==> config.mk <==
export PLATFORM = sky130hd
export DESIGN_NAME = integer_to_radix_digits_flat
export DESIGN_NICKNAME = d
export VERILOG_FILES = /design/src/design/itd_pkg.sv /design/src/design/itd_if.sv /design/src/design/itd_div.sv /design/src/design/integer_to_radix_digits.sv /design/src/flat_wrapper.sv
export SDC_FILE = /design/constraint.sdc
export NUM_CORES = 1
export LEC_CHECK = 0
export BUFFER_PORTS_ARGS = -buffer_cell sky130_fd_sc_hd__buf_2
export CAP_MARGIN = 0
export CORE_ASPECT_RATIO = 1.4
export CORE_UTILIZATION = 56
export DETAILED_ROUTE_END_ITERATION = 7
export PLACE_DENSITY = 0.8
export SKIP_LAST_GASP = 1
export SYNTH_ARGS = -nofsm -noshare
export SYNTH_HDL_FRONTEND = slang
export SYNTH_SLANG_ARGS = --single-unit
export TNS_END_PERCENT = 50
==> constraint.sdc <==
create_clock -name clk -period 4.65 [get_ports clk]
set_input_delay 0.2325 -clock clk [delete_from_list [all_inputs] [get_ports clk]]
set_output_delay 0.2325 -clock clk [all_outputs]
set_load 0.01 [all_outputs]
==> src/design/itd_pkg.sv <==
// ---------------------------------------------------------------------------
// itd_pkg: shared types and constants for the radix digit expander
// Widths, base limits, ASCII mapping and the sequencer state type.
// ---------------------------------------------------------------------------
package itd_pkg;

  localparam int unsigned VALUE_BITS_DEF = 32;
  localparam int unsigned IN_W           = 32;
  localparam int unsigned BASE_W         = 6;
  localparam int unsigned CHAR_W         = 7;
  localparam int unsigned POS_W          = 5;

  localparam logic [BASE_W-1:0] BASE_RESET = 6'd10;
  localparam logic [BASE_W-1:0] BASE_MIN   = 6'd2;
  localparam logic [BASE_W-1:0] BASE_MAX   = 6'd36;

  localparam logic [CHAR_W-1:0] CHAR_ZERO = 7'd48;
  localparam logic [CHAR_W-1:0] CHAR_NINE = 7'd57;
  localparam logic [CHAR_W-1:0] CHAR_GAP  = 7'd7;

  typedef enum logic [2:0] {
    ST_IDLE = 3'b001,
    ST_DIV  = 3'b010,
    ST_OUT  = 3'b100
  } state_t;

  // Clamp the programmed base into the supported 2..36 range.
  function automatic logic [BASE_W-1:0] eff_base(input logic [BASE_W-1:0] b);
    logic [BASE_W-1:0] r;
    r = b;
    if (b < BASE_MIN) r = BASE_MIN;
    else if (b > BASE_MAX) r = BASE_MAX;
    return r;
  endfunction

  // '0'-'9' then 'A'-'Z'.
  function automatic logic [CHAR_W-1:0] char_of(input logic [BASE_W-1:0] d);
    logic [CHAR_W-1:0] c;
    c = {1'b0, d} + CHAR_ZERO;
    if (c > CHAR_NINE) c = c + CHAR_GAP;
    return c;
  endfunction

endpackage

==> src/design/itd_if.sv <==
// ---------------------------------------------------------------------------
// itd channel interfaces
// Valid/ready channels for input values, digit results and base writes.
// ---------------------------------------------------------------------------
interface itd_in_if;
  logic                        valid;
  logic                        ready;
  logic [itd_pkg::IN_W-1:0]    value;
  modport source (output valid, output value, input ready);
  modport sink   (input valid, input value, output ready);
endinterface

interface itd_out_if;
  logic                        valid;
  logic                        ready;
  logic [itd_pkg::BASE_W-1:0]  digit;
  logic [itd_pkg::CHAR_W-1:0]  digit_char;
  logic [itd_pkg::POS_W-1:0]   position;
  logic                        last;
  modport source (output valid, output digit, output digit_char, output position,
                  output last, input ready);
  modport sink   (input valid, input digit, input digit_char, input position,
                  input last, output ready);
endinterface

interface itd_cfg_if;
  logic                        valid;
  logic                        ready;
  logic [itd_pkg::BASE_W-1:0]  data;
  modport source (output valid, output data, input ready);
  modport sink   (input valid, input data, output ready);
endinterface

==> src/design/itd_div.sv <==
// ---------------------------------------------------------------------------
// itd_div: bit-serial restoring divider
// Divides a VALUE_BITS dividend by a 6-bit divisor, one quotient bit a cycle.
// ---------------------------------------------------------------------------
module itd_div #(
  parameter int unsigned VALUE_BITS = itd_pkg::VALUE_BITS_DEF
) (
  input  logic                        clk,
  input  logic                        rst_n,
  input  logic                        start,
  input  logic [VALUE_BITS-1:0]       dividend,
  input  logic [itd_pkg::BASE_W-1:0]  divisor,
  output logic                        busy,
  output logic                        done,
  output logic [VALUE_BITS-1:0]       quotient,
  output logic [itd_pkg::BASE_W-1:0]  remainder
);

  localparam int unsigned CNT_W = $clog2(VALUE_BITS + 1);

  logic [VALUE_BITS-1:0]        quo_r, quo_nxt;
  logic [itd_pkg::BASE_W-1:0]   rem_r, rem_nxt;
  logic [itd_pkg::BASE_W-1:0]   dsr_r, dsr_nxt;
  logic [CNT_W-1:0]             cnt_r, cnt_nxt;
  logic                         busy_r, busy_nxt;
  logic                         done_r, done_nxt;
  logic [itd_pkg::BASE_W:0]     trial;
  logic                         fits;

  assign trial = {rem_r, quo_r[VALUE_BITS-1]};
  assign fits  = (trial >= {1'b0, dsr_r});

  always_comb begin
    quo_nxt  = quo_r;
    rem_nxt  = rem_r;
    dsr_nxt  = dsr_r;
    cnt_nxt  = cnt_r;
    busy_nxt = busy_r;
    done_nxt = 1'b0;
    if (start) begin
      quo_nxt  = dividend;
      rem_nxt  = '0;
      dsr_nxt  = divisor;
      cnt_nxt  = CNT_W'(VALUE_BITS);
      busy_nxt = 1'b1;
    end else if (busy_r) begin
      // shift one dividend bit into the partial remainder, subtract if it fits
      if (fits) rem_nxt = itd_pkg::BASE_W'(trial - {1'b0, dsr_r});
      else      rem_nxt = trial[itd_pkg::BASE_W-1:0];
      quo_nxt = {quo_r[VALUE_BITS-2:0], fits};
      cnt_nxt = cnt_r - 1'b1;
      if (cnt_r == CNT_W'(1)) begin
        busy_nxt = 1'b0;
        done_nxt = 1'b1;
      end
    end
  end

  always_ff @(posedge clk) begin
    if (!rst_n) begin
      busy_r <= 1'b0;
      done_r <= 1'b0;
      cnt_r  <= '0;
    end else begin
      busy_r <= busy_nxt;
      done_r <= done_nxt;
      cnt_r  <= cnt_nxt;
    end
    quo_r <= quo_nxt;
    rem_r <= rem_nxt;
    dsr_r <= dsr_nxt;
  end

  assign busy      = busy_r;
  assign done      = done_r;
  assign quotient  = quo_r;
  assign remainder = rem_r;

endmodule

==> src/design/integer_to_radix_digits.sv <==
// ---------------------------------------------------------------------------
// integer_to_radix_digits: unsigned integer to base-N digit stream
// Expands each input value into its digits, least significant first.
// ---------------------------------------------------------------------------
// Usage:
//   in_chan  : one request per value (32 bits, low VALUE_BITS used).
//   out_chan : one request per digit with its value, ASCII character,
//              position (wraps modulo 32) and a last flag on the top digit.
//   cfg_chan : writes the base register (reset 10); 0 and 1 act as 2,
//              37 and up act as 36. Always ready; write only while idle.
// Sequence:
//   Each digit comes from one pass of the shared bit-serial divider,
//   which starts when the value or the previous digit is accepted; its
//   registered done strobe moves the sequencer to ST_OUT to present it.
//   A value of zero produces no digits; in_chan is ready again next cycle.
//   in_chan is not ready while an item is in flight.
// Reset: synchronous, active low; returns to idle and restores base 10.
// Stall: a digit holds on out_chan until taken; the next division starts
//   only after that.
// ---------------------------------------------------------------------------
module integer_to_radix_digits #(
  parameter int unsigned VALUE_BITS = itd_pkg::VALUE_BITS_DEF
) (
  input  logic        clk,
  input  logic        rst_n,
  itd_in_if.sink      in_chan,
  itd_out_if.source   out_chan,
  itd_cfg_if.sink     cfg_chan
);

  itd_pkg::state_t              state_r, state_nxt;
  logic [itd_pkg::BASE_W-1:0]   base_r, base_nxt;
  logic [itd_pkg::BASE_W-1:0]   beff_r, beff_nxt;
  logic [itd_pkg::POS_W-1:0]    pos_r, pos_nxt;
  logic [VALUE_BITS-1:0]        in_val;
  logic                         in_acc;
  logic                         out_acc;
  logic                         div_start;
  logic [VALUE_BITS-1:0]        div_dividend;
  logic                         div_busy;
  logic                         div_done;
  logic [VALUE_BITS-1:0]        div_quo;
  logic [itd_pkg::BASE_W-1:0]   div_rem;

  generate
    if (VALUE_BITS <= itd_pkg::IN_W) begin : g_narrow
      assign in_val = in_chan.value[VALUE_BITS-1:0];
    end else begin : g_wide
      assign in_val = {{(VALUE_BITS - itd_pkg::IN_W){1'b0}}, in_chan.value};
    end
  endgenerate

  assign in_chan.ready  = (state_r == itd_pkg::ST_IDLE);
  assign cfg_chan.ready = 1'b1;
  assign in_acc  = in_chan.valid && in_chan.ready;
  assign out_acc = out_chan.valid && out_chan.ready;

  // start on a nonzero value, or continue with the held quotient
  assign div_start    = (in_acc && (in_val != '0)) ||
                        (out_acc && !out_chan.last);
  assign div_dividend = (state_r == itd_pkg::ST_IDLE) ? in_val : div_quo;

  itd_div #(.VALUE_BITS(VALUE_BITS)) u_div (
    .clk       (clk),
    .rst_n     (rst_n),
    .start     (div_start),
    .dividend  (div_dividend),
    .divisor   (beff_nxt),
    .busy      (div_busy),
    .done      (div_done),
    .quotient  (div_quo),
    .remainder (div_rem)
  );

  always_comb begin
    state_nxt = state_r;
    base_nxt  = base_r;
    beff_nxt  = beff_r;
    pos_nxt   = pos_r;
    if (cfg_chan.valid && cfg_chan.ready) base_nxt = cfg_chan.data;
    case (state_r)
      itd_pkg::ST_IDLE: begin
        if (in_acc) begin
          beff_nxt = itd_pkg::eff_base(base_r);
          pos_nxt  = '0;
          if (in_val != '0) state_nxt = itd_pkg::ST_DIV;
        end
      end
      itd_pkg::ST_DIV: begin
        if (div_done) state_nxt = itd_pkg::ST_OUT;
      end
      itd_pkg::ST_OUT: begin
        if (out_acc) begin
          pos_nxt = pos_r + 1'b1;
          if (out_chan.last) state_nxt = itd_pkg::ST_IDLE;
          else               state_nxt = itd_pkg::ST_DIV;
        end
      end
      default: state_nxt = itd_pkg::ST_IDLE;
    endcase
  end

  always_ff @(posedge clk) begin
    if (!rst_n) begin
      state_r <= itd_pkg::ST_IDLE;
      base_r  <= itd_pkg::BASE_RESET;
      beff_r  <= itd_pkg::BASE_RESET;
      pos_r   <= '0;
    end else begin
      state_r <= state_nxt;
      base_r  <= base_nxt;
      beff_r  <= beff_nxt;
      pos_r   <= pos_nxt;
    end
  end

  // divider holds quotient and remainder until the next start
  assign out_chan.valid      = (state_r == itd_pkg::ST_OUT);
  assign out_chan.digit      = div_rem;
  assign out_chan.digit_char = itd_pkg::char_of(div_rem);
  assign out_chan.position   = pos_r;
  assign out_chan.last       = (div_quo == '0);

  a_out_div_idle: assert property (@(posedge clk) disable iff (!rst_n)
    out_chan.valid |-> !div_busy)
    else $error("digit presented while divider still running");

  a_digit_range: assert property (@(posedge clk) disable iff (!rst_n)
    out_chan.valid |-> (out_chan.digit < beff_r))
    else $error("digit not below the active base");

  a_done_in_div: assert property (@(posedge clk) disable iff (!rst_n)
    div_done |-> (state_r == itd_pkg::ST_DIV))
    else $error("divider finished outside the divide state");

  a_out_after_done: assert property (@(posedge clk) disable iff (!rst_n)
    $rose(out_chan.valid) |-> $past(div_done))
    else $error("digit presented without a completed division");

endmodule

==> src/flat_wrapper.sv <==
// flat-port wrapper written by rule: the top's interface ports become plain ports
module integer_to_radix_digits_flat 
#(
  parameter int unsigned VALUE_BITS = itd_pkg::VALUE_BITS_DEF
)
  (clk, rst_n, in_chan_valid, in_chan_value, in_chan_ready, out_chan_valid, out_chan_digit, out_chan_digit_char, out_chan_position, out_chan_last, out_chan_ready, cfg_chan_valid, cfg_chan_data, cfg_chan_ready);
  itd_in_if in_chan_i ();
  itd_out_if out_chan_i ();
  itd_cfg_if cfg_chan_i ();
  input  logic clk;
  input  logic rst_n;
  input wire logic [$bits(in_chan_i.valid)-1:0] in_chan_valid;
  input wire logic [$bits(in_chan_i.value)-1:0] in_chan_value;
  output wire logic [$bits(in_chan_i.ready)-1:0] in_chan_ready;
  output wire logic [$bits(out_chan_i.valid)-1:0] out_chan_valid;
  output wire logic [$bits(out_chan_i.digit)-1:0] out_chan_digit;
  output wire logic [$bits(out_chan_i.digit_char)-1:0] out_chan_digit_char;
  output wire logic [$bits(out_chan_i.position)-1:0] out_chan_position;
  output wire logic [$bits(out_chan_i.last)-1:0] out_chan_last;
  input wire logic [$bits(out_chan_i.ready)-1:0] out_chan_ready;
  input wire logic [$bits(cfg_chan_i.valid)-1:0] cfg_chan_valid;
  input wire logic [$bits(cfg_chan_i.data)-1:0] cfg_chan_data;
  output wire logic [$bits(cfg_chan_i.ready)-1:0] cfg_chan_ready;
  assign in_chan_i.valid = in_chan_valid;
  assign in_chan_i.value = in_chan_value;
  assign in_chan_ready = in_chan_i.ready;
  assign out_chan_valid = out_chan_i.valid;
  assign out_chan_digit = out_chan_i.digit;
  assign out_chan_digit_char = out_chan_i.digit_char;
  assign out_chan_position = out_chan_i.position;
  assign out_chan_last = out_chan_i.last;
  assign out_chan_i.ready = out_chan_ready;
  assign cfg_chan_i.valid = cfg_chan_valid;
  assign cfg_chan_i.data = cfg_chan_data;
  assign cfg_chan_ready = cfg_chan_i.ready;
  integer_to_radix_digits #(.VALUE_BITS(VALUE_BITS)) u_core (.clk(clk), .rst_n(rst_n), .in_chan(in_chan_i), .out_chan(out_chan_i), .cfg_chan(cfg_chan_i));
endmodule
Yosys cells after proc, flatten, opt, wreduce, memory -nomap -nowiden:

Index checks and enable logic that the tools add are counted.

* bits of input ports: 43
* register bits: 72
* output and inout port bits: 22
* logic and storage cells: 70

* bitwise operators: 2
* muxes and demuxes: 24
* add/sub/neg operators: 5
* reductions and logical operators: 15
* equal/unequal tests: 9
* $lt $le $gt $ge: 4

Operators with widths (number)
* 2-to-1 mux 32 bit: 3
* 2-to-1 mux 6 bit: 7
* zero test 32 bit: 1
* nonzero test 32 bit: 1
* 2-to-1 mux 3 bit: 4
* 2-to-1 mux 5 bit: 2
* case mux 5 bit (2 select lines): 1
* case mux 3 bit (3 select lines): 1
* inequality test 2 bit (second input constant): 4
* adder 6 x 6 -> 7 bit (second input constant): 1
* adder 7 x 3 -> 7 bit (second input constant): 1
* >= comparator 7 x 6 -> 1 bit: 1
* > comparator 7 x 6 -> 1 bit (second input constant): 1
* 2-to-1 mux 7 bit: 1
* == test 6 x 1 -> 1 bit (second input constant): 1
* > comparator 6 bit (second input constant): 1
* < comparator 6 x 2 -> 1 bit (second input constant): 1
* subtractor 6 x 1 -> 6 bit (second input constant): 1
* subtractor 6 bit: 1
* adder 5 x 1 -> 5 bit (second input constant): 1
* logical AND 1 bit: 4
* 2-to-1 mux 1 bit: 4
* AND reduction 4 bit: 1
* nonzero test 2 bit: 2
* other kinds (12): 13

Longest topological paths before layout:

* depth in word-level cells: 6
* gate-level depth with buffers: 8
* gate-level depth less buffers: 8

By module:

A second synthesis with hierarchy kept.

* cell total of the unflattened synthesis: 376
* area, all modules: 4090.2 um^2

By module, submodules not included
* itd_div: area an instance 2446.1 um^2, times used 1, sequential area each 1421.4 um^2, cells each 187
* integer_to_radix_digits: area an instance 1644.1 um^2, times used 1, sequential area each 400.4 um^2, cells each 189

Worst setup path before layout:

No wires, ideal clock.

* path type: register to register
* start: reg u_core.u_div.quo_r[24], in the netlist u_core.u_div.quotient[24]
* end: reg u_core.u_div.quo_r[0], in the netlist u_core.u_div.quotient[0], enable pin
* cell stages (with the launch flop): 8
* setup time: 0.466 ns
* arrival: 3.749 ns
* buffers on the path: 2
* path slack: 0.435 ns
* period minus slack after synthesis: 4.215 ns
* required time: 4.184 ns
* cell sequence: edfxtp_1 > nor4_1 > nand4_1 > nor2_2 > o21ai_2 > buf_6 > buf_2 > o21ai_0

* word-level cells in the longest chain between the ends: 6

Ends and longest elaborated chain
* start: declaration: line itd_div.sv:21 `logic [VALUE_BITS-1:0] quo_r, quo_nxt;`
* start signal: assignment: line itd_div.sv:69 `quo_r <= quo_nxt;`
* zero test 32 bit (*): line integer_to_radix_digits.sv:122 `assign out_chan.last = (div_quo == '0);`
* net out_chan_last: line flat_wrapper.sv:19 `output wire logic [$bits(out_chan_i.last)-1:0] out_chan_last;`
* zero test 1 bit (*): line integer_to_radix_digits.sv:60 `(out_acc && !out_chan.last);`
* logical AND 1 bit (*): line integer_to_radix_digits.sv:60
* logical OR 1 bit (*): line integer_to_radix_digits.sv:59 `assign div_start = (in_acc && (in_val != '0)) ||`
* net u_core.div_start: line integer_to_radix_digits.sv:38 `logic div_start;`
* inequality test 2 x 1 -> 1 bit (no line) or nonzero test 2 bit (tied branches)
* AND reduction 2 bit (no line) (*)

Mark *: on every way through the listed nets, which the timed path passes. The rest lies on a longest branch.
A chain may end at the register's enable or synchronous reset.

Final worst setup path:

* start: reg u_core.u_div.quo_r[28], in the netlist u_core.u_div.quotient[28]
* end: reg u_core.u_div.quo_r[17], in the netlist u_core.u_div.quotient[17], enable pin

* word-level cells in the longest chain between the ends: 6

Ends and longest elaborated chain (line)
* zero test 32 bit (*): integer_to_radix_digits.sv:122
* zero test 1 bit (*): integer_to_radix_digits.sv:60
* logical AND 1 bit (*): integer_to_radix_digits.sv:60
* logical OR 1 bit (*): integer_to_radix_digits.sv:59
* inequality test 2 x 1 -> 1 bit (no line) or nonzero test 2 bit (tied branches)
* AND reduction 2 bit (no line) (*)

Mark *: on every way between the ends. The rest lies on a longest branch, timed or not.

==> reports/metrics.csv <==
metric,value,unit
ff2ff_setup_slack,1.92,ns
cts.clk_slew.worst_paths,0.08,ns
synthTopCellsByCount,"38 x edfxtp_1, 34 x dfxtp_1, 30 x mux2_2",
power_switching,777.5,uW
cts_root_buffer,clkbuf_8,
post_cts_buffers,0,
io_buffers,63,
placed_cells,459,
min_path_cells,3,
drv_cap,0,
grt_usage,22.79,%
gp_congestion,0.8132,
initial_core_util,58.68,%
p_comb_share,35.1,%
cp-end-kind,flop,
clock-sinks,72,
drv_slew,0,
cp.arrival,2.76,ns
std_cell_rows,34,
yosysMostFrequentCell,edfxtp_1,
grt_pass1_vias,2783,
grt_overflow,0,
status,"finished, final reports clean",
final_nets,456,
firstDrtPassIters,7,
syn2layout_area_growth,16.20,%
synth_cell_types,45,
min_path_type,input pin to flop,
fmax,366.4,MHz
cts_buffer_depth,2,
grt_pass1_wl,12.37,mm
fin_tns_setup,0,ns
cp-startpoint,u_core.u_div.quotient[28]$_DFFE_PP_,
antenna_found_initial,0,
wl,7.250,mm
dpl.hpwl,5.382,mm
drc_errors,0,
synth_nets,392,
cp.required,4.68,ns
ant_nets,0,
post_cts_resized,0,
critPathKind,flop to flop,
ff2ff_path_depth,6,
switching_share,33.74,%
syn_inst,334,
synth-edff-count,38,
grt_max_degree,53,
hold_viol,0,
yosysTopAreaCell,edfxtp_1,
die_x,70.42,um
ioPinCount,65,
finalSetupViolCount,0,
finalNonFillerCells,475,
rsz0062_at_grt,false,
clk_latency,0.34,ns
drive_gt1_share,30.52,%
antennaDiodeCount,0,
critPathLaunchType,flop,
die_y,97.78,um
p_leak,1.704,nW
fin_ws,1.921,ns
synth_top_area_share,31.09,%
cts_buffers,9,
synth.avg_cell_area,10.99,um^2
yosys_warnings,0,
post_drt_wl_per_cell,15.26,um
peakVddDrop,0.3127,mV
fin_skew,0.008461,ns
r2r-end,u_core.u_div.quotient[17]$_DFFE_PP_,
ys_seq_area_share,49.64,%
avgViaCountPerCell,5.714,
pwr_density_cell,540.4,nW/um^2
vias,2714,
period_needed,2.729,ns
cts_tree,built,
async_flop_share,0,%
drtIter0Drc,114,
netlist_area,3670,um^2
dp_slack,1.860,ns
ys_seq_elements,72,
dieArea,6885,um^2
clkPwrFrac,24.2,%
p_seq_share,40.7,%
tightest_slew,0.8158,ns
coreArea,6254,um^2
p_int,1.527,mW
slew_headroom,45.60,%
holdBufCountCts,0,
htree_num_levels,3,
ys.flop_type,edfxtp_1,
critPathCapture,u_core.u_div.quotient[17]$_DFFE_PP_,
period_share,58.69,%
timing.rr.start,u_core.u_div.quotient[28]$_DFFE_PP_,
path_max_fanout,17,
synthTopCellsByArea,"edfxtp_1 31%, dfxtp_1 19%, mux2_2 9.2%",
placed cells by master (no fill, tap or decap), types with 3 or more instances in the layout:
cell type | netlist | routed
xnor2_1 | 8 | 8
inv_1 | 18 | 18
buf_2 | 3 | 63
nor2_1 | 20 | 20
or2_2 | 3 | 3
o22a_1 | 3 | 3
edfxtp_1 | 38 | 38
o21ai_0 | 12 | 11
dfxtp_1 | 34 | 34
o21a_1 | 4 | 4
mux2_4 | 4 | 4
ha_1 | 14 | 14
mux2i_1 | 6 | 6
nand2b_1 | 9 | 9
nor4_1 | 19 | 19
clkbuf_8 | 0 | 11
a21oi_1 | 12 | 12
xor2_1 | 7 | 7
mux2_2 | 30 | 30
nor3_1 | 8 | 8
and2_1 | 4 | 4
nand2_1 | 24 | 24
nand3_1 | 10 | 10
nand4_1 | 9 | 9
how the worst min path moves through the flow:
stage	slack, ns	end	from
CTS	0.1	u_core.base_r[1]$_SDFFE_PN1P_	cfg_chan_data[1]
detailed placement	0.45	u_core.beff_r[1]$_SDFF_PN1_	u_core.beff_r[1]$_SDFF_PN1_
global placement	0.44	u_core.beff_r[1]$_SDFF_PN1_	u_core.beff_r[1]$_SDFF_PN1_
finish	0.11	u_core.base_r[1]$_SDFFE_PN1P_	cfg_chan_data[1]
floorplan	0.36	u_core.base_r[1]$_SDFFE_PN1P_	cfg_chan_data[1]
global route	0.12	u_core.base_r[1]$_SDFFE_PN1P_	cfg_chan_data[1]
routing by layer:
metal  track usage [%]  wire length (um)  up-vias
met5                 0                 0        -
met4             13.38               259        0
met3             3.509               227       20
met2             40.15              3825       60
met1             25.67              2937     1280
li1                  -                 -     1354
area by class of cell:
| cell class | instances | area, um^2 |
|---|---|---|
| Inverter | 18 | 67.56 |
| Tap cell | 72 | 90.09 |
| Clock inverter | 5 | 78.83 |
| Multi-Input combinational cell | 232 | 1724 |
| Sequential cell | 72 | 1822 |
| Fill cell | 468 | 1989 |
| Timing Repair Buffer | 65 | 330.3 |
| Clock buffer | 11 | 151.4 |
registers in the layout, indices dropped and copies added (netlist names):
| signal | count |
|---|---|
| u_core.state_r | 3 |
| u_core.u_div.quotient | 32 |
| u_core.base_r | 6 |
| u_core.beff_r | 6 |
| u_core.out_chan.position | 5 |
| u_core.u_div.cnt_r | 6 |
| u_core.u_div.dsr_r | 6 |
| u_core.u_div.busy | 1 |
| u_core.u_div.remainder | 6 |
| u_core.u_div.done | 1 |
worst max-delay path: stages, from the launching register on:
cell and delay [ns]:
edfxtp_1 0.41, nor4_1 0.36, nand4_1 0.23, nor2_2 0.29
o21ai_4 0.10, o21ai_2 0.65, buf_4 0.37
through the flow:
step,utilization [%],hold WS [ns],area (um^2),power (mW)
4_1_cts,68.19,0.09711,4264,2.321
6_report,68.19,0.1084,4264,2.304
3_3_place_gp,64.51,0.4440,4034,1.729
2_1_floorplan,-,0.3612,3670,1.516
5_1_grt,68.19,0.1232,4264,2.451
3_5_place_dp,64.51,0.4498,4034,1.756
cell families after synthesis:
family	Yosys count	synth area share, %
XOR/XNOR	15	3.580
AO/OA/AOI/OAI	46	8.695
adder cells (fa/ha/maj)	15	5.319
multiplexers	40	12.48
other	1	0.1022
AND/OR/NAND/NOR	115	16.50
flip-flops	72	49.64
buffers and inverters	30	3.682
power groups by stage:
stage	Sequential [mW]	Clock, mW	Combinational [mW]
2_1_floorplan	0.923	0	0.593
3_3_place_gp	0.946	0	0.783
3_5_place_dp	0.950	0	0.806
4_1_cts	0.937	0.572	0.813
5_1_grt	0.955	0.589	0.907
6_report	0.937	0.558	0.809
Power figures use the tool's default switching activity.
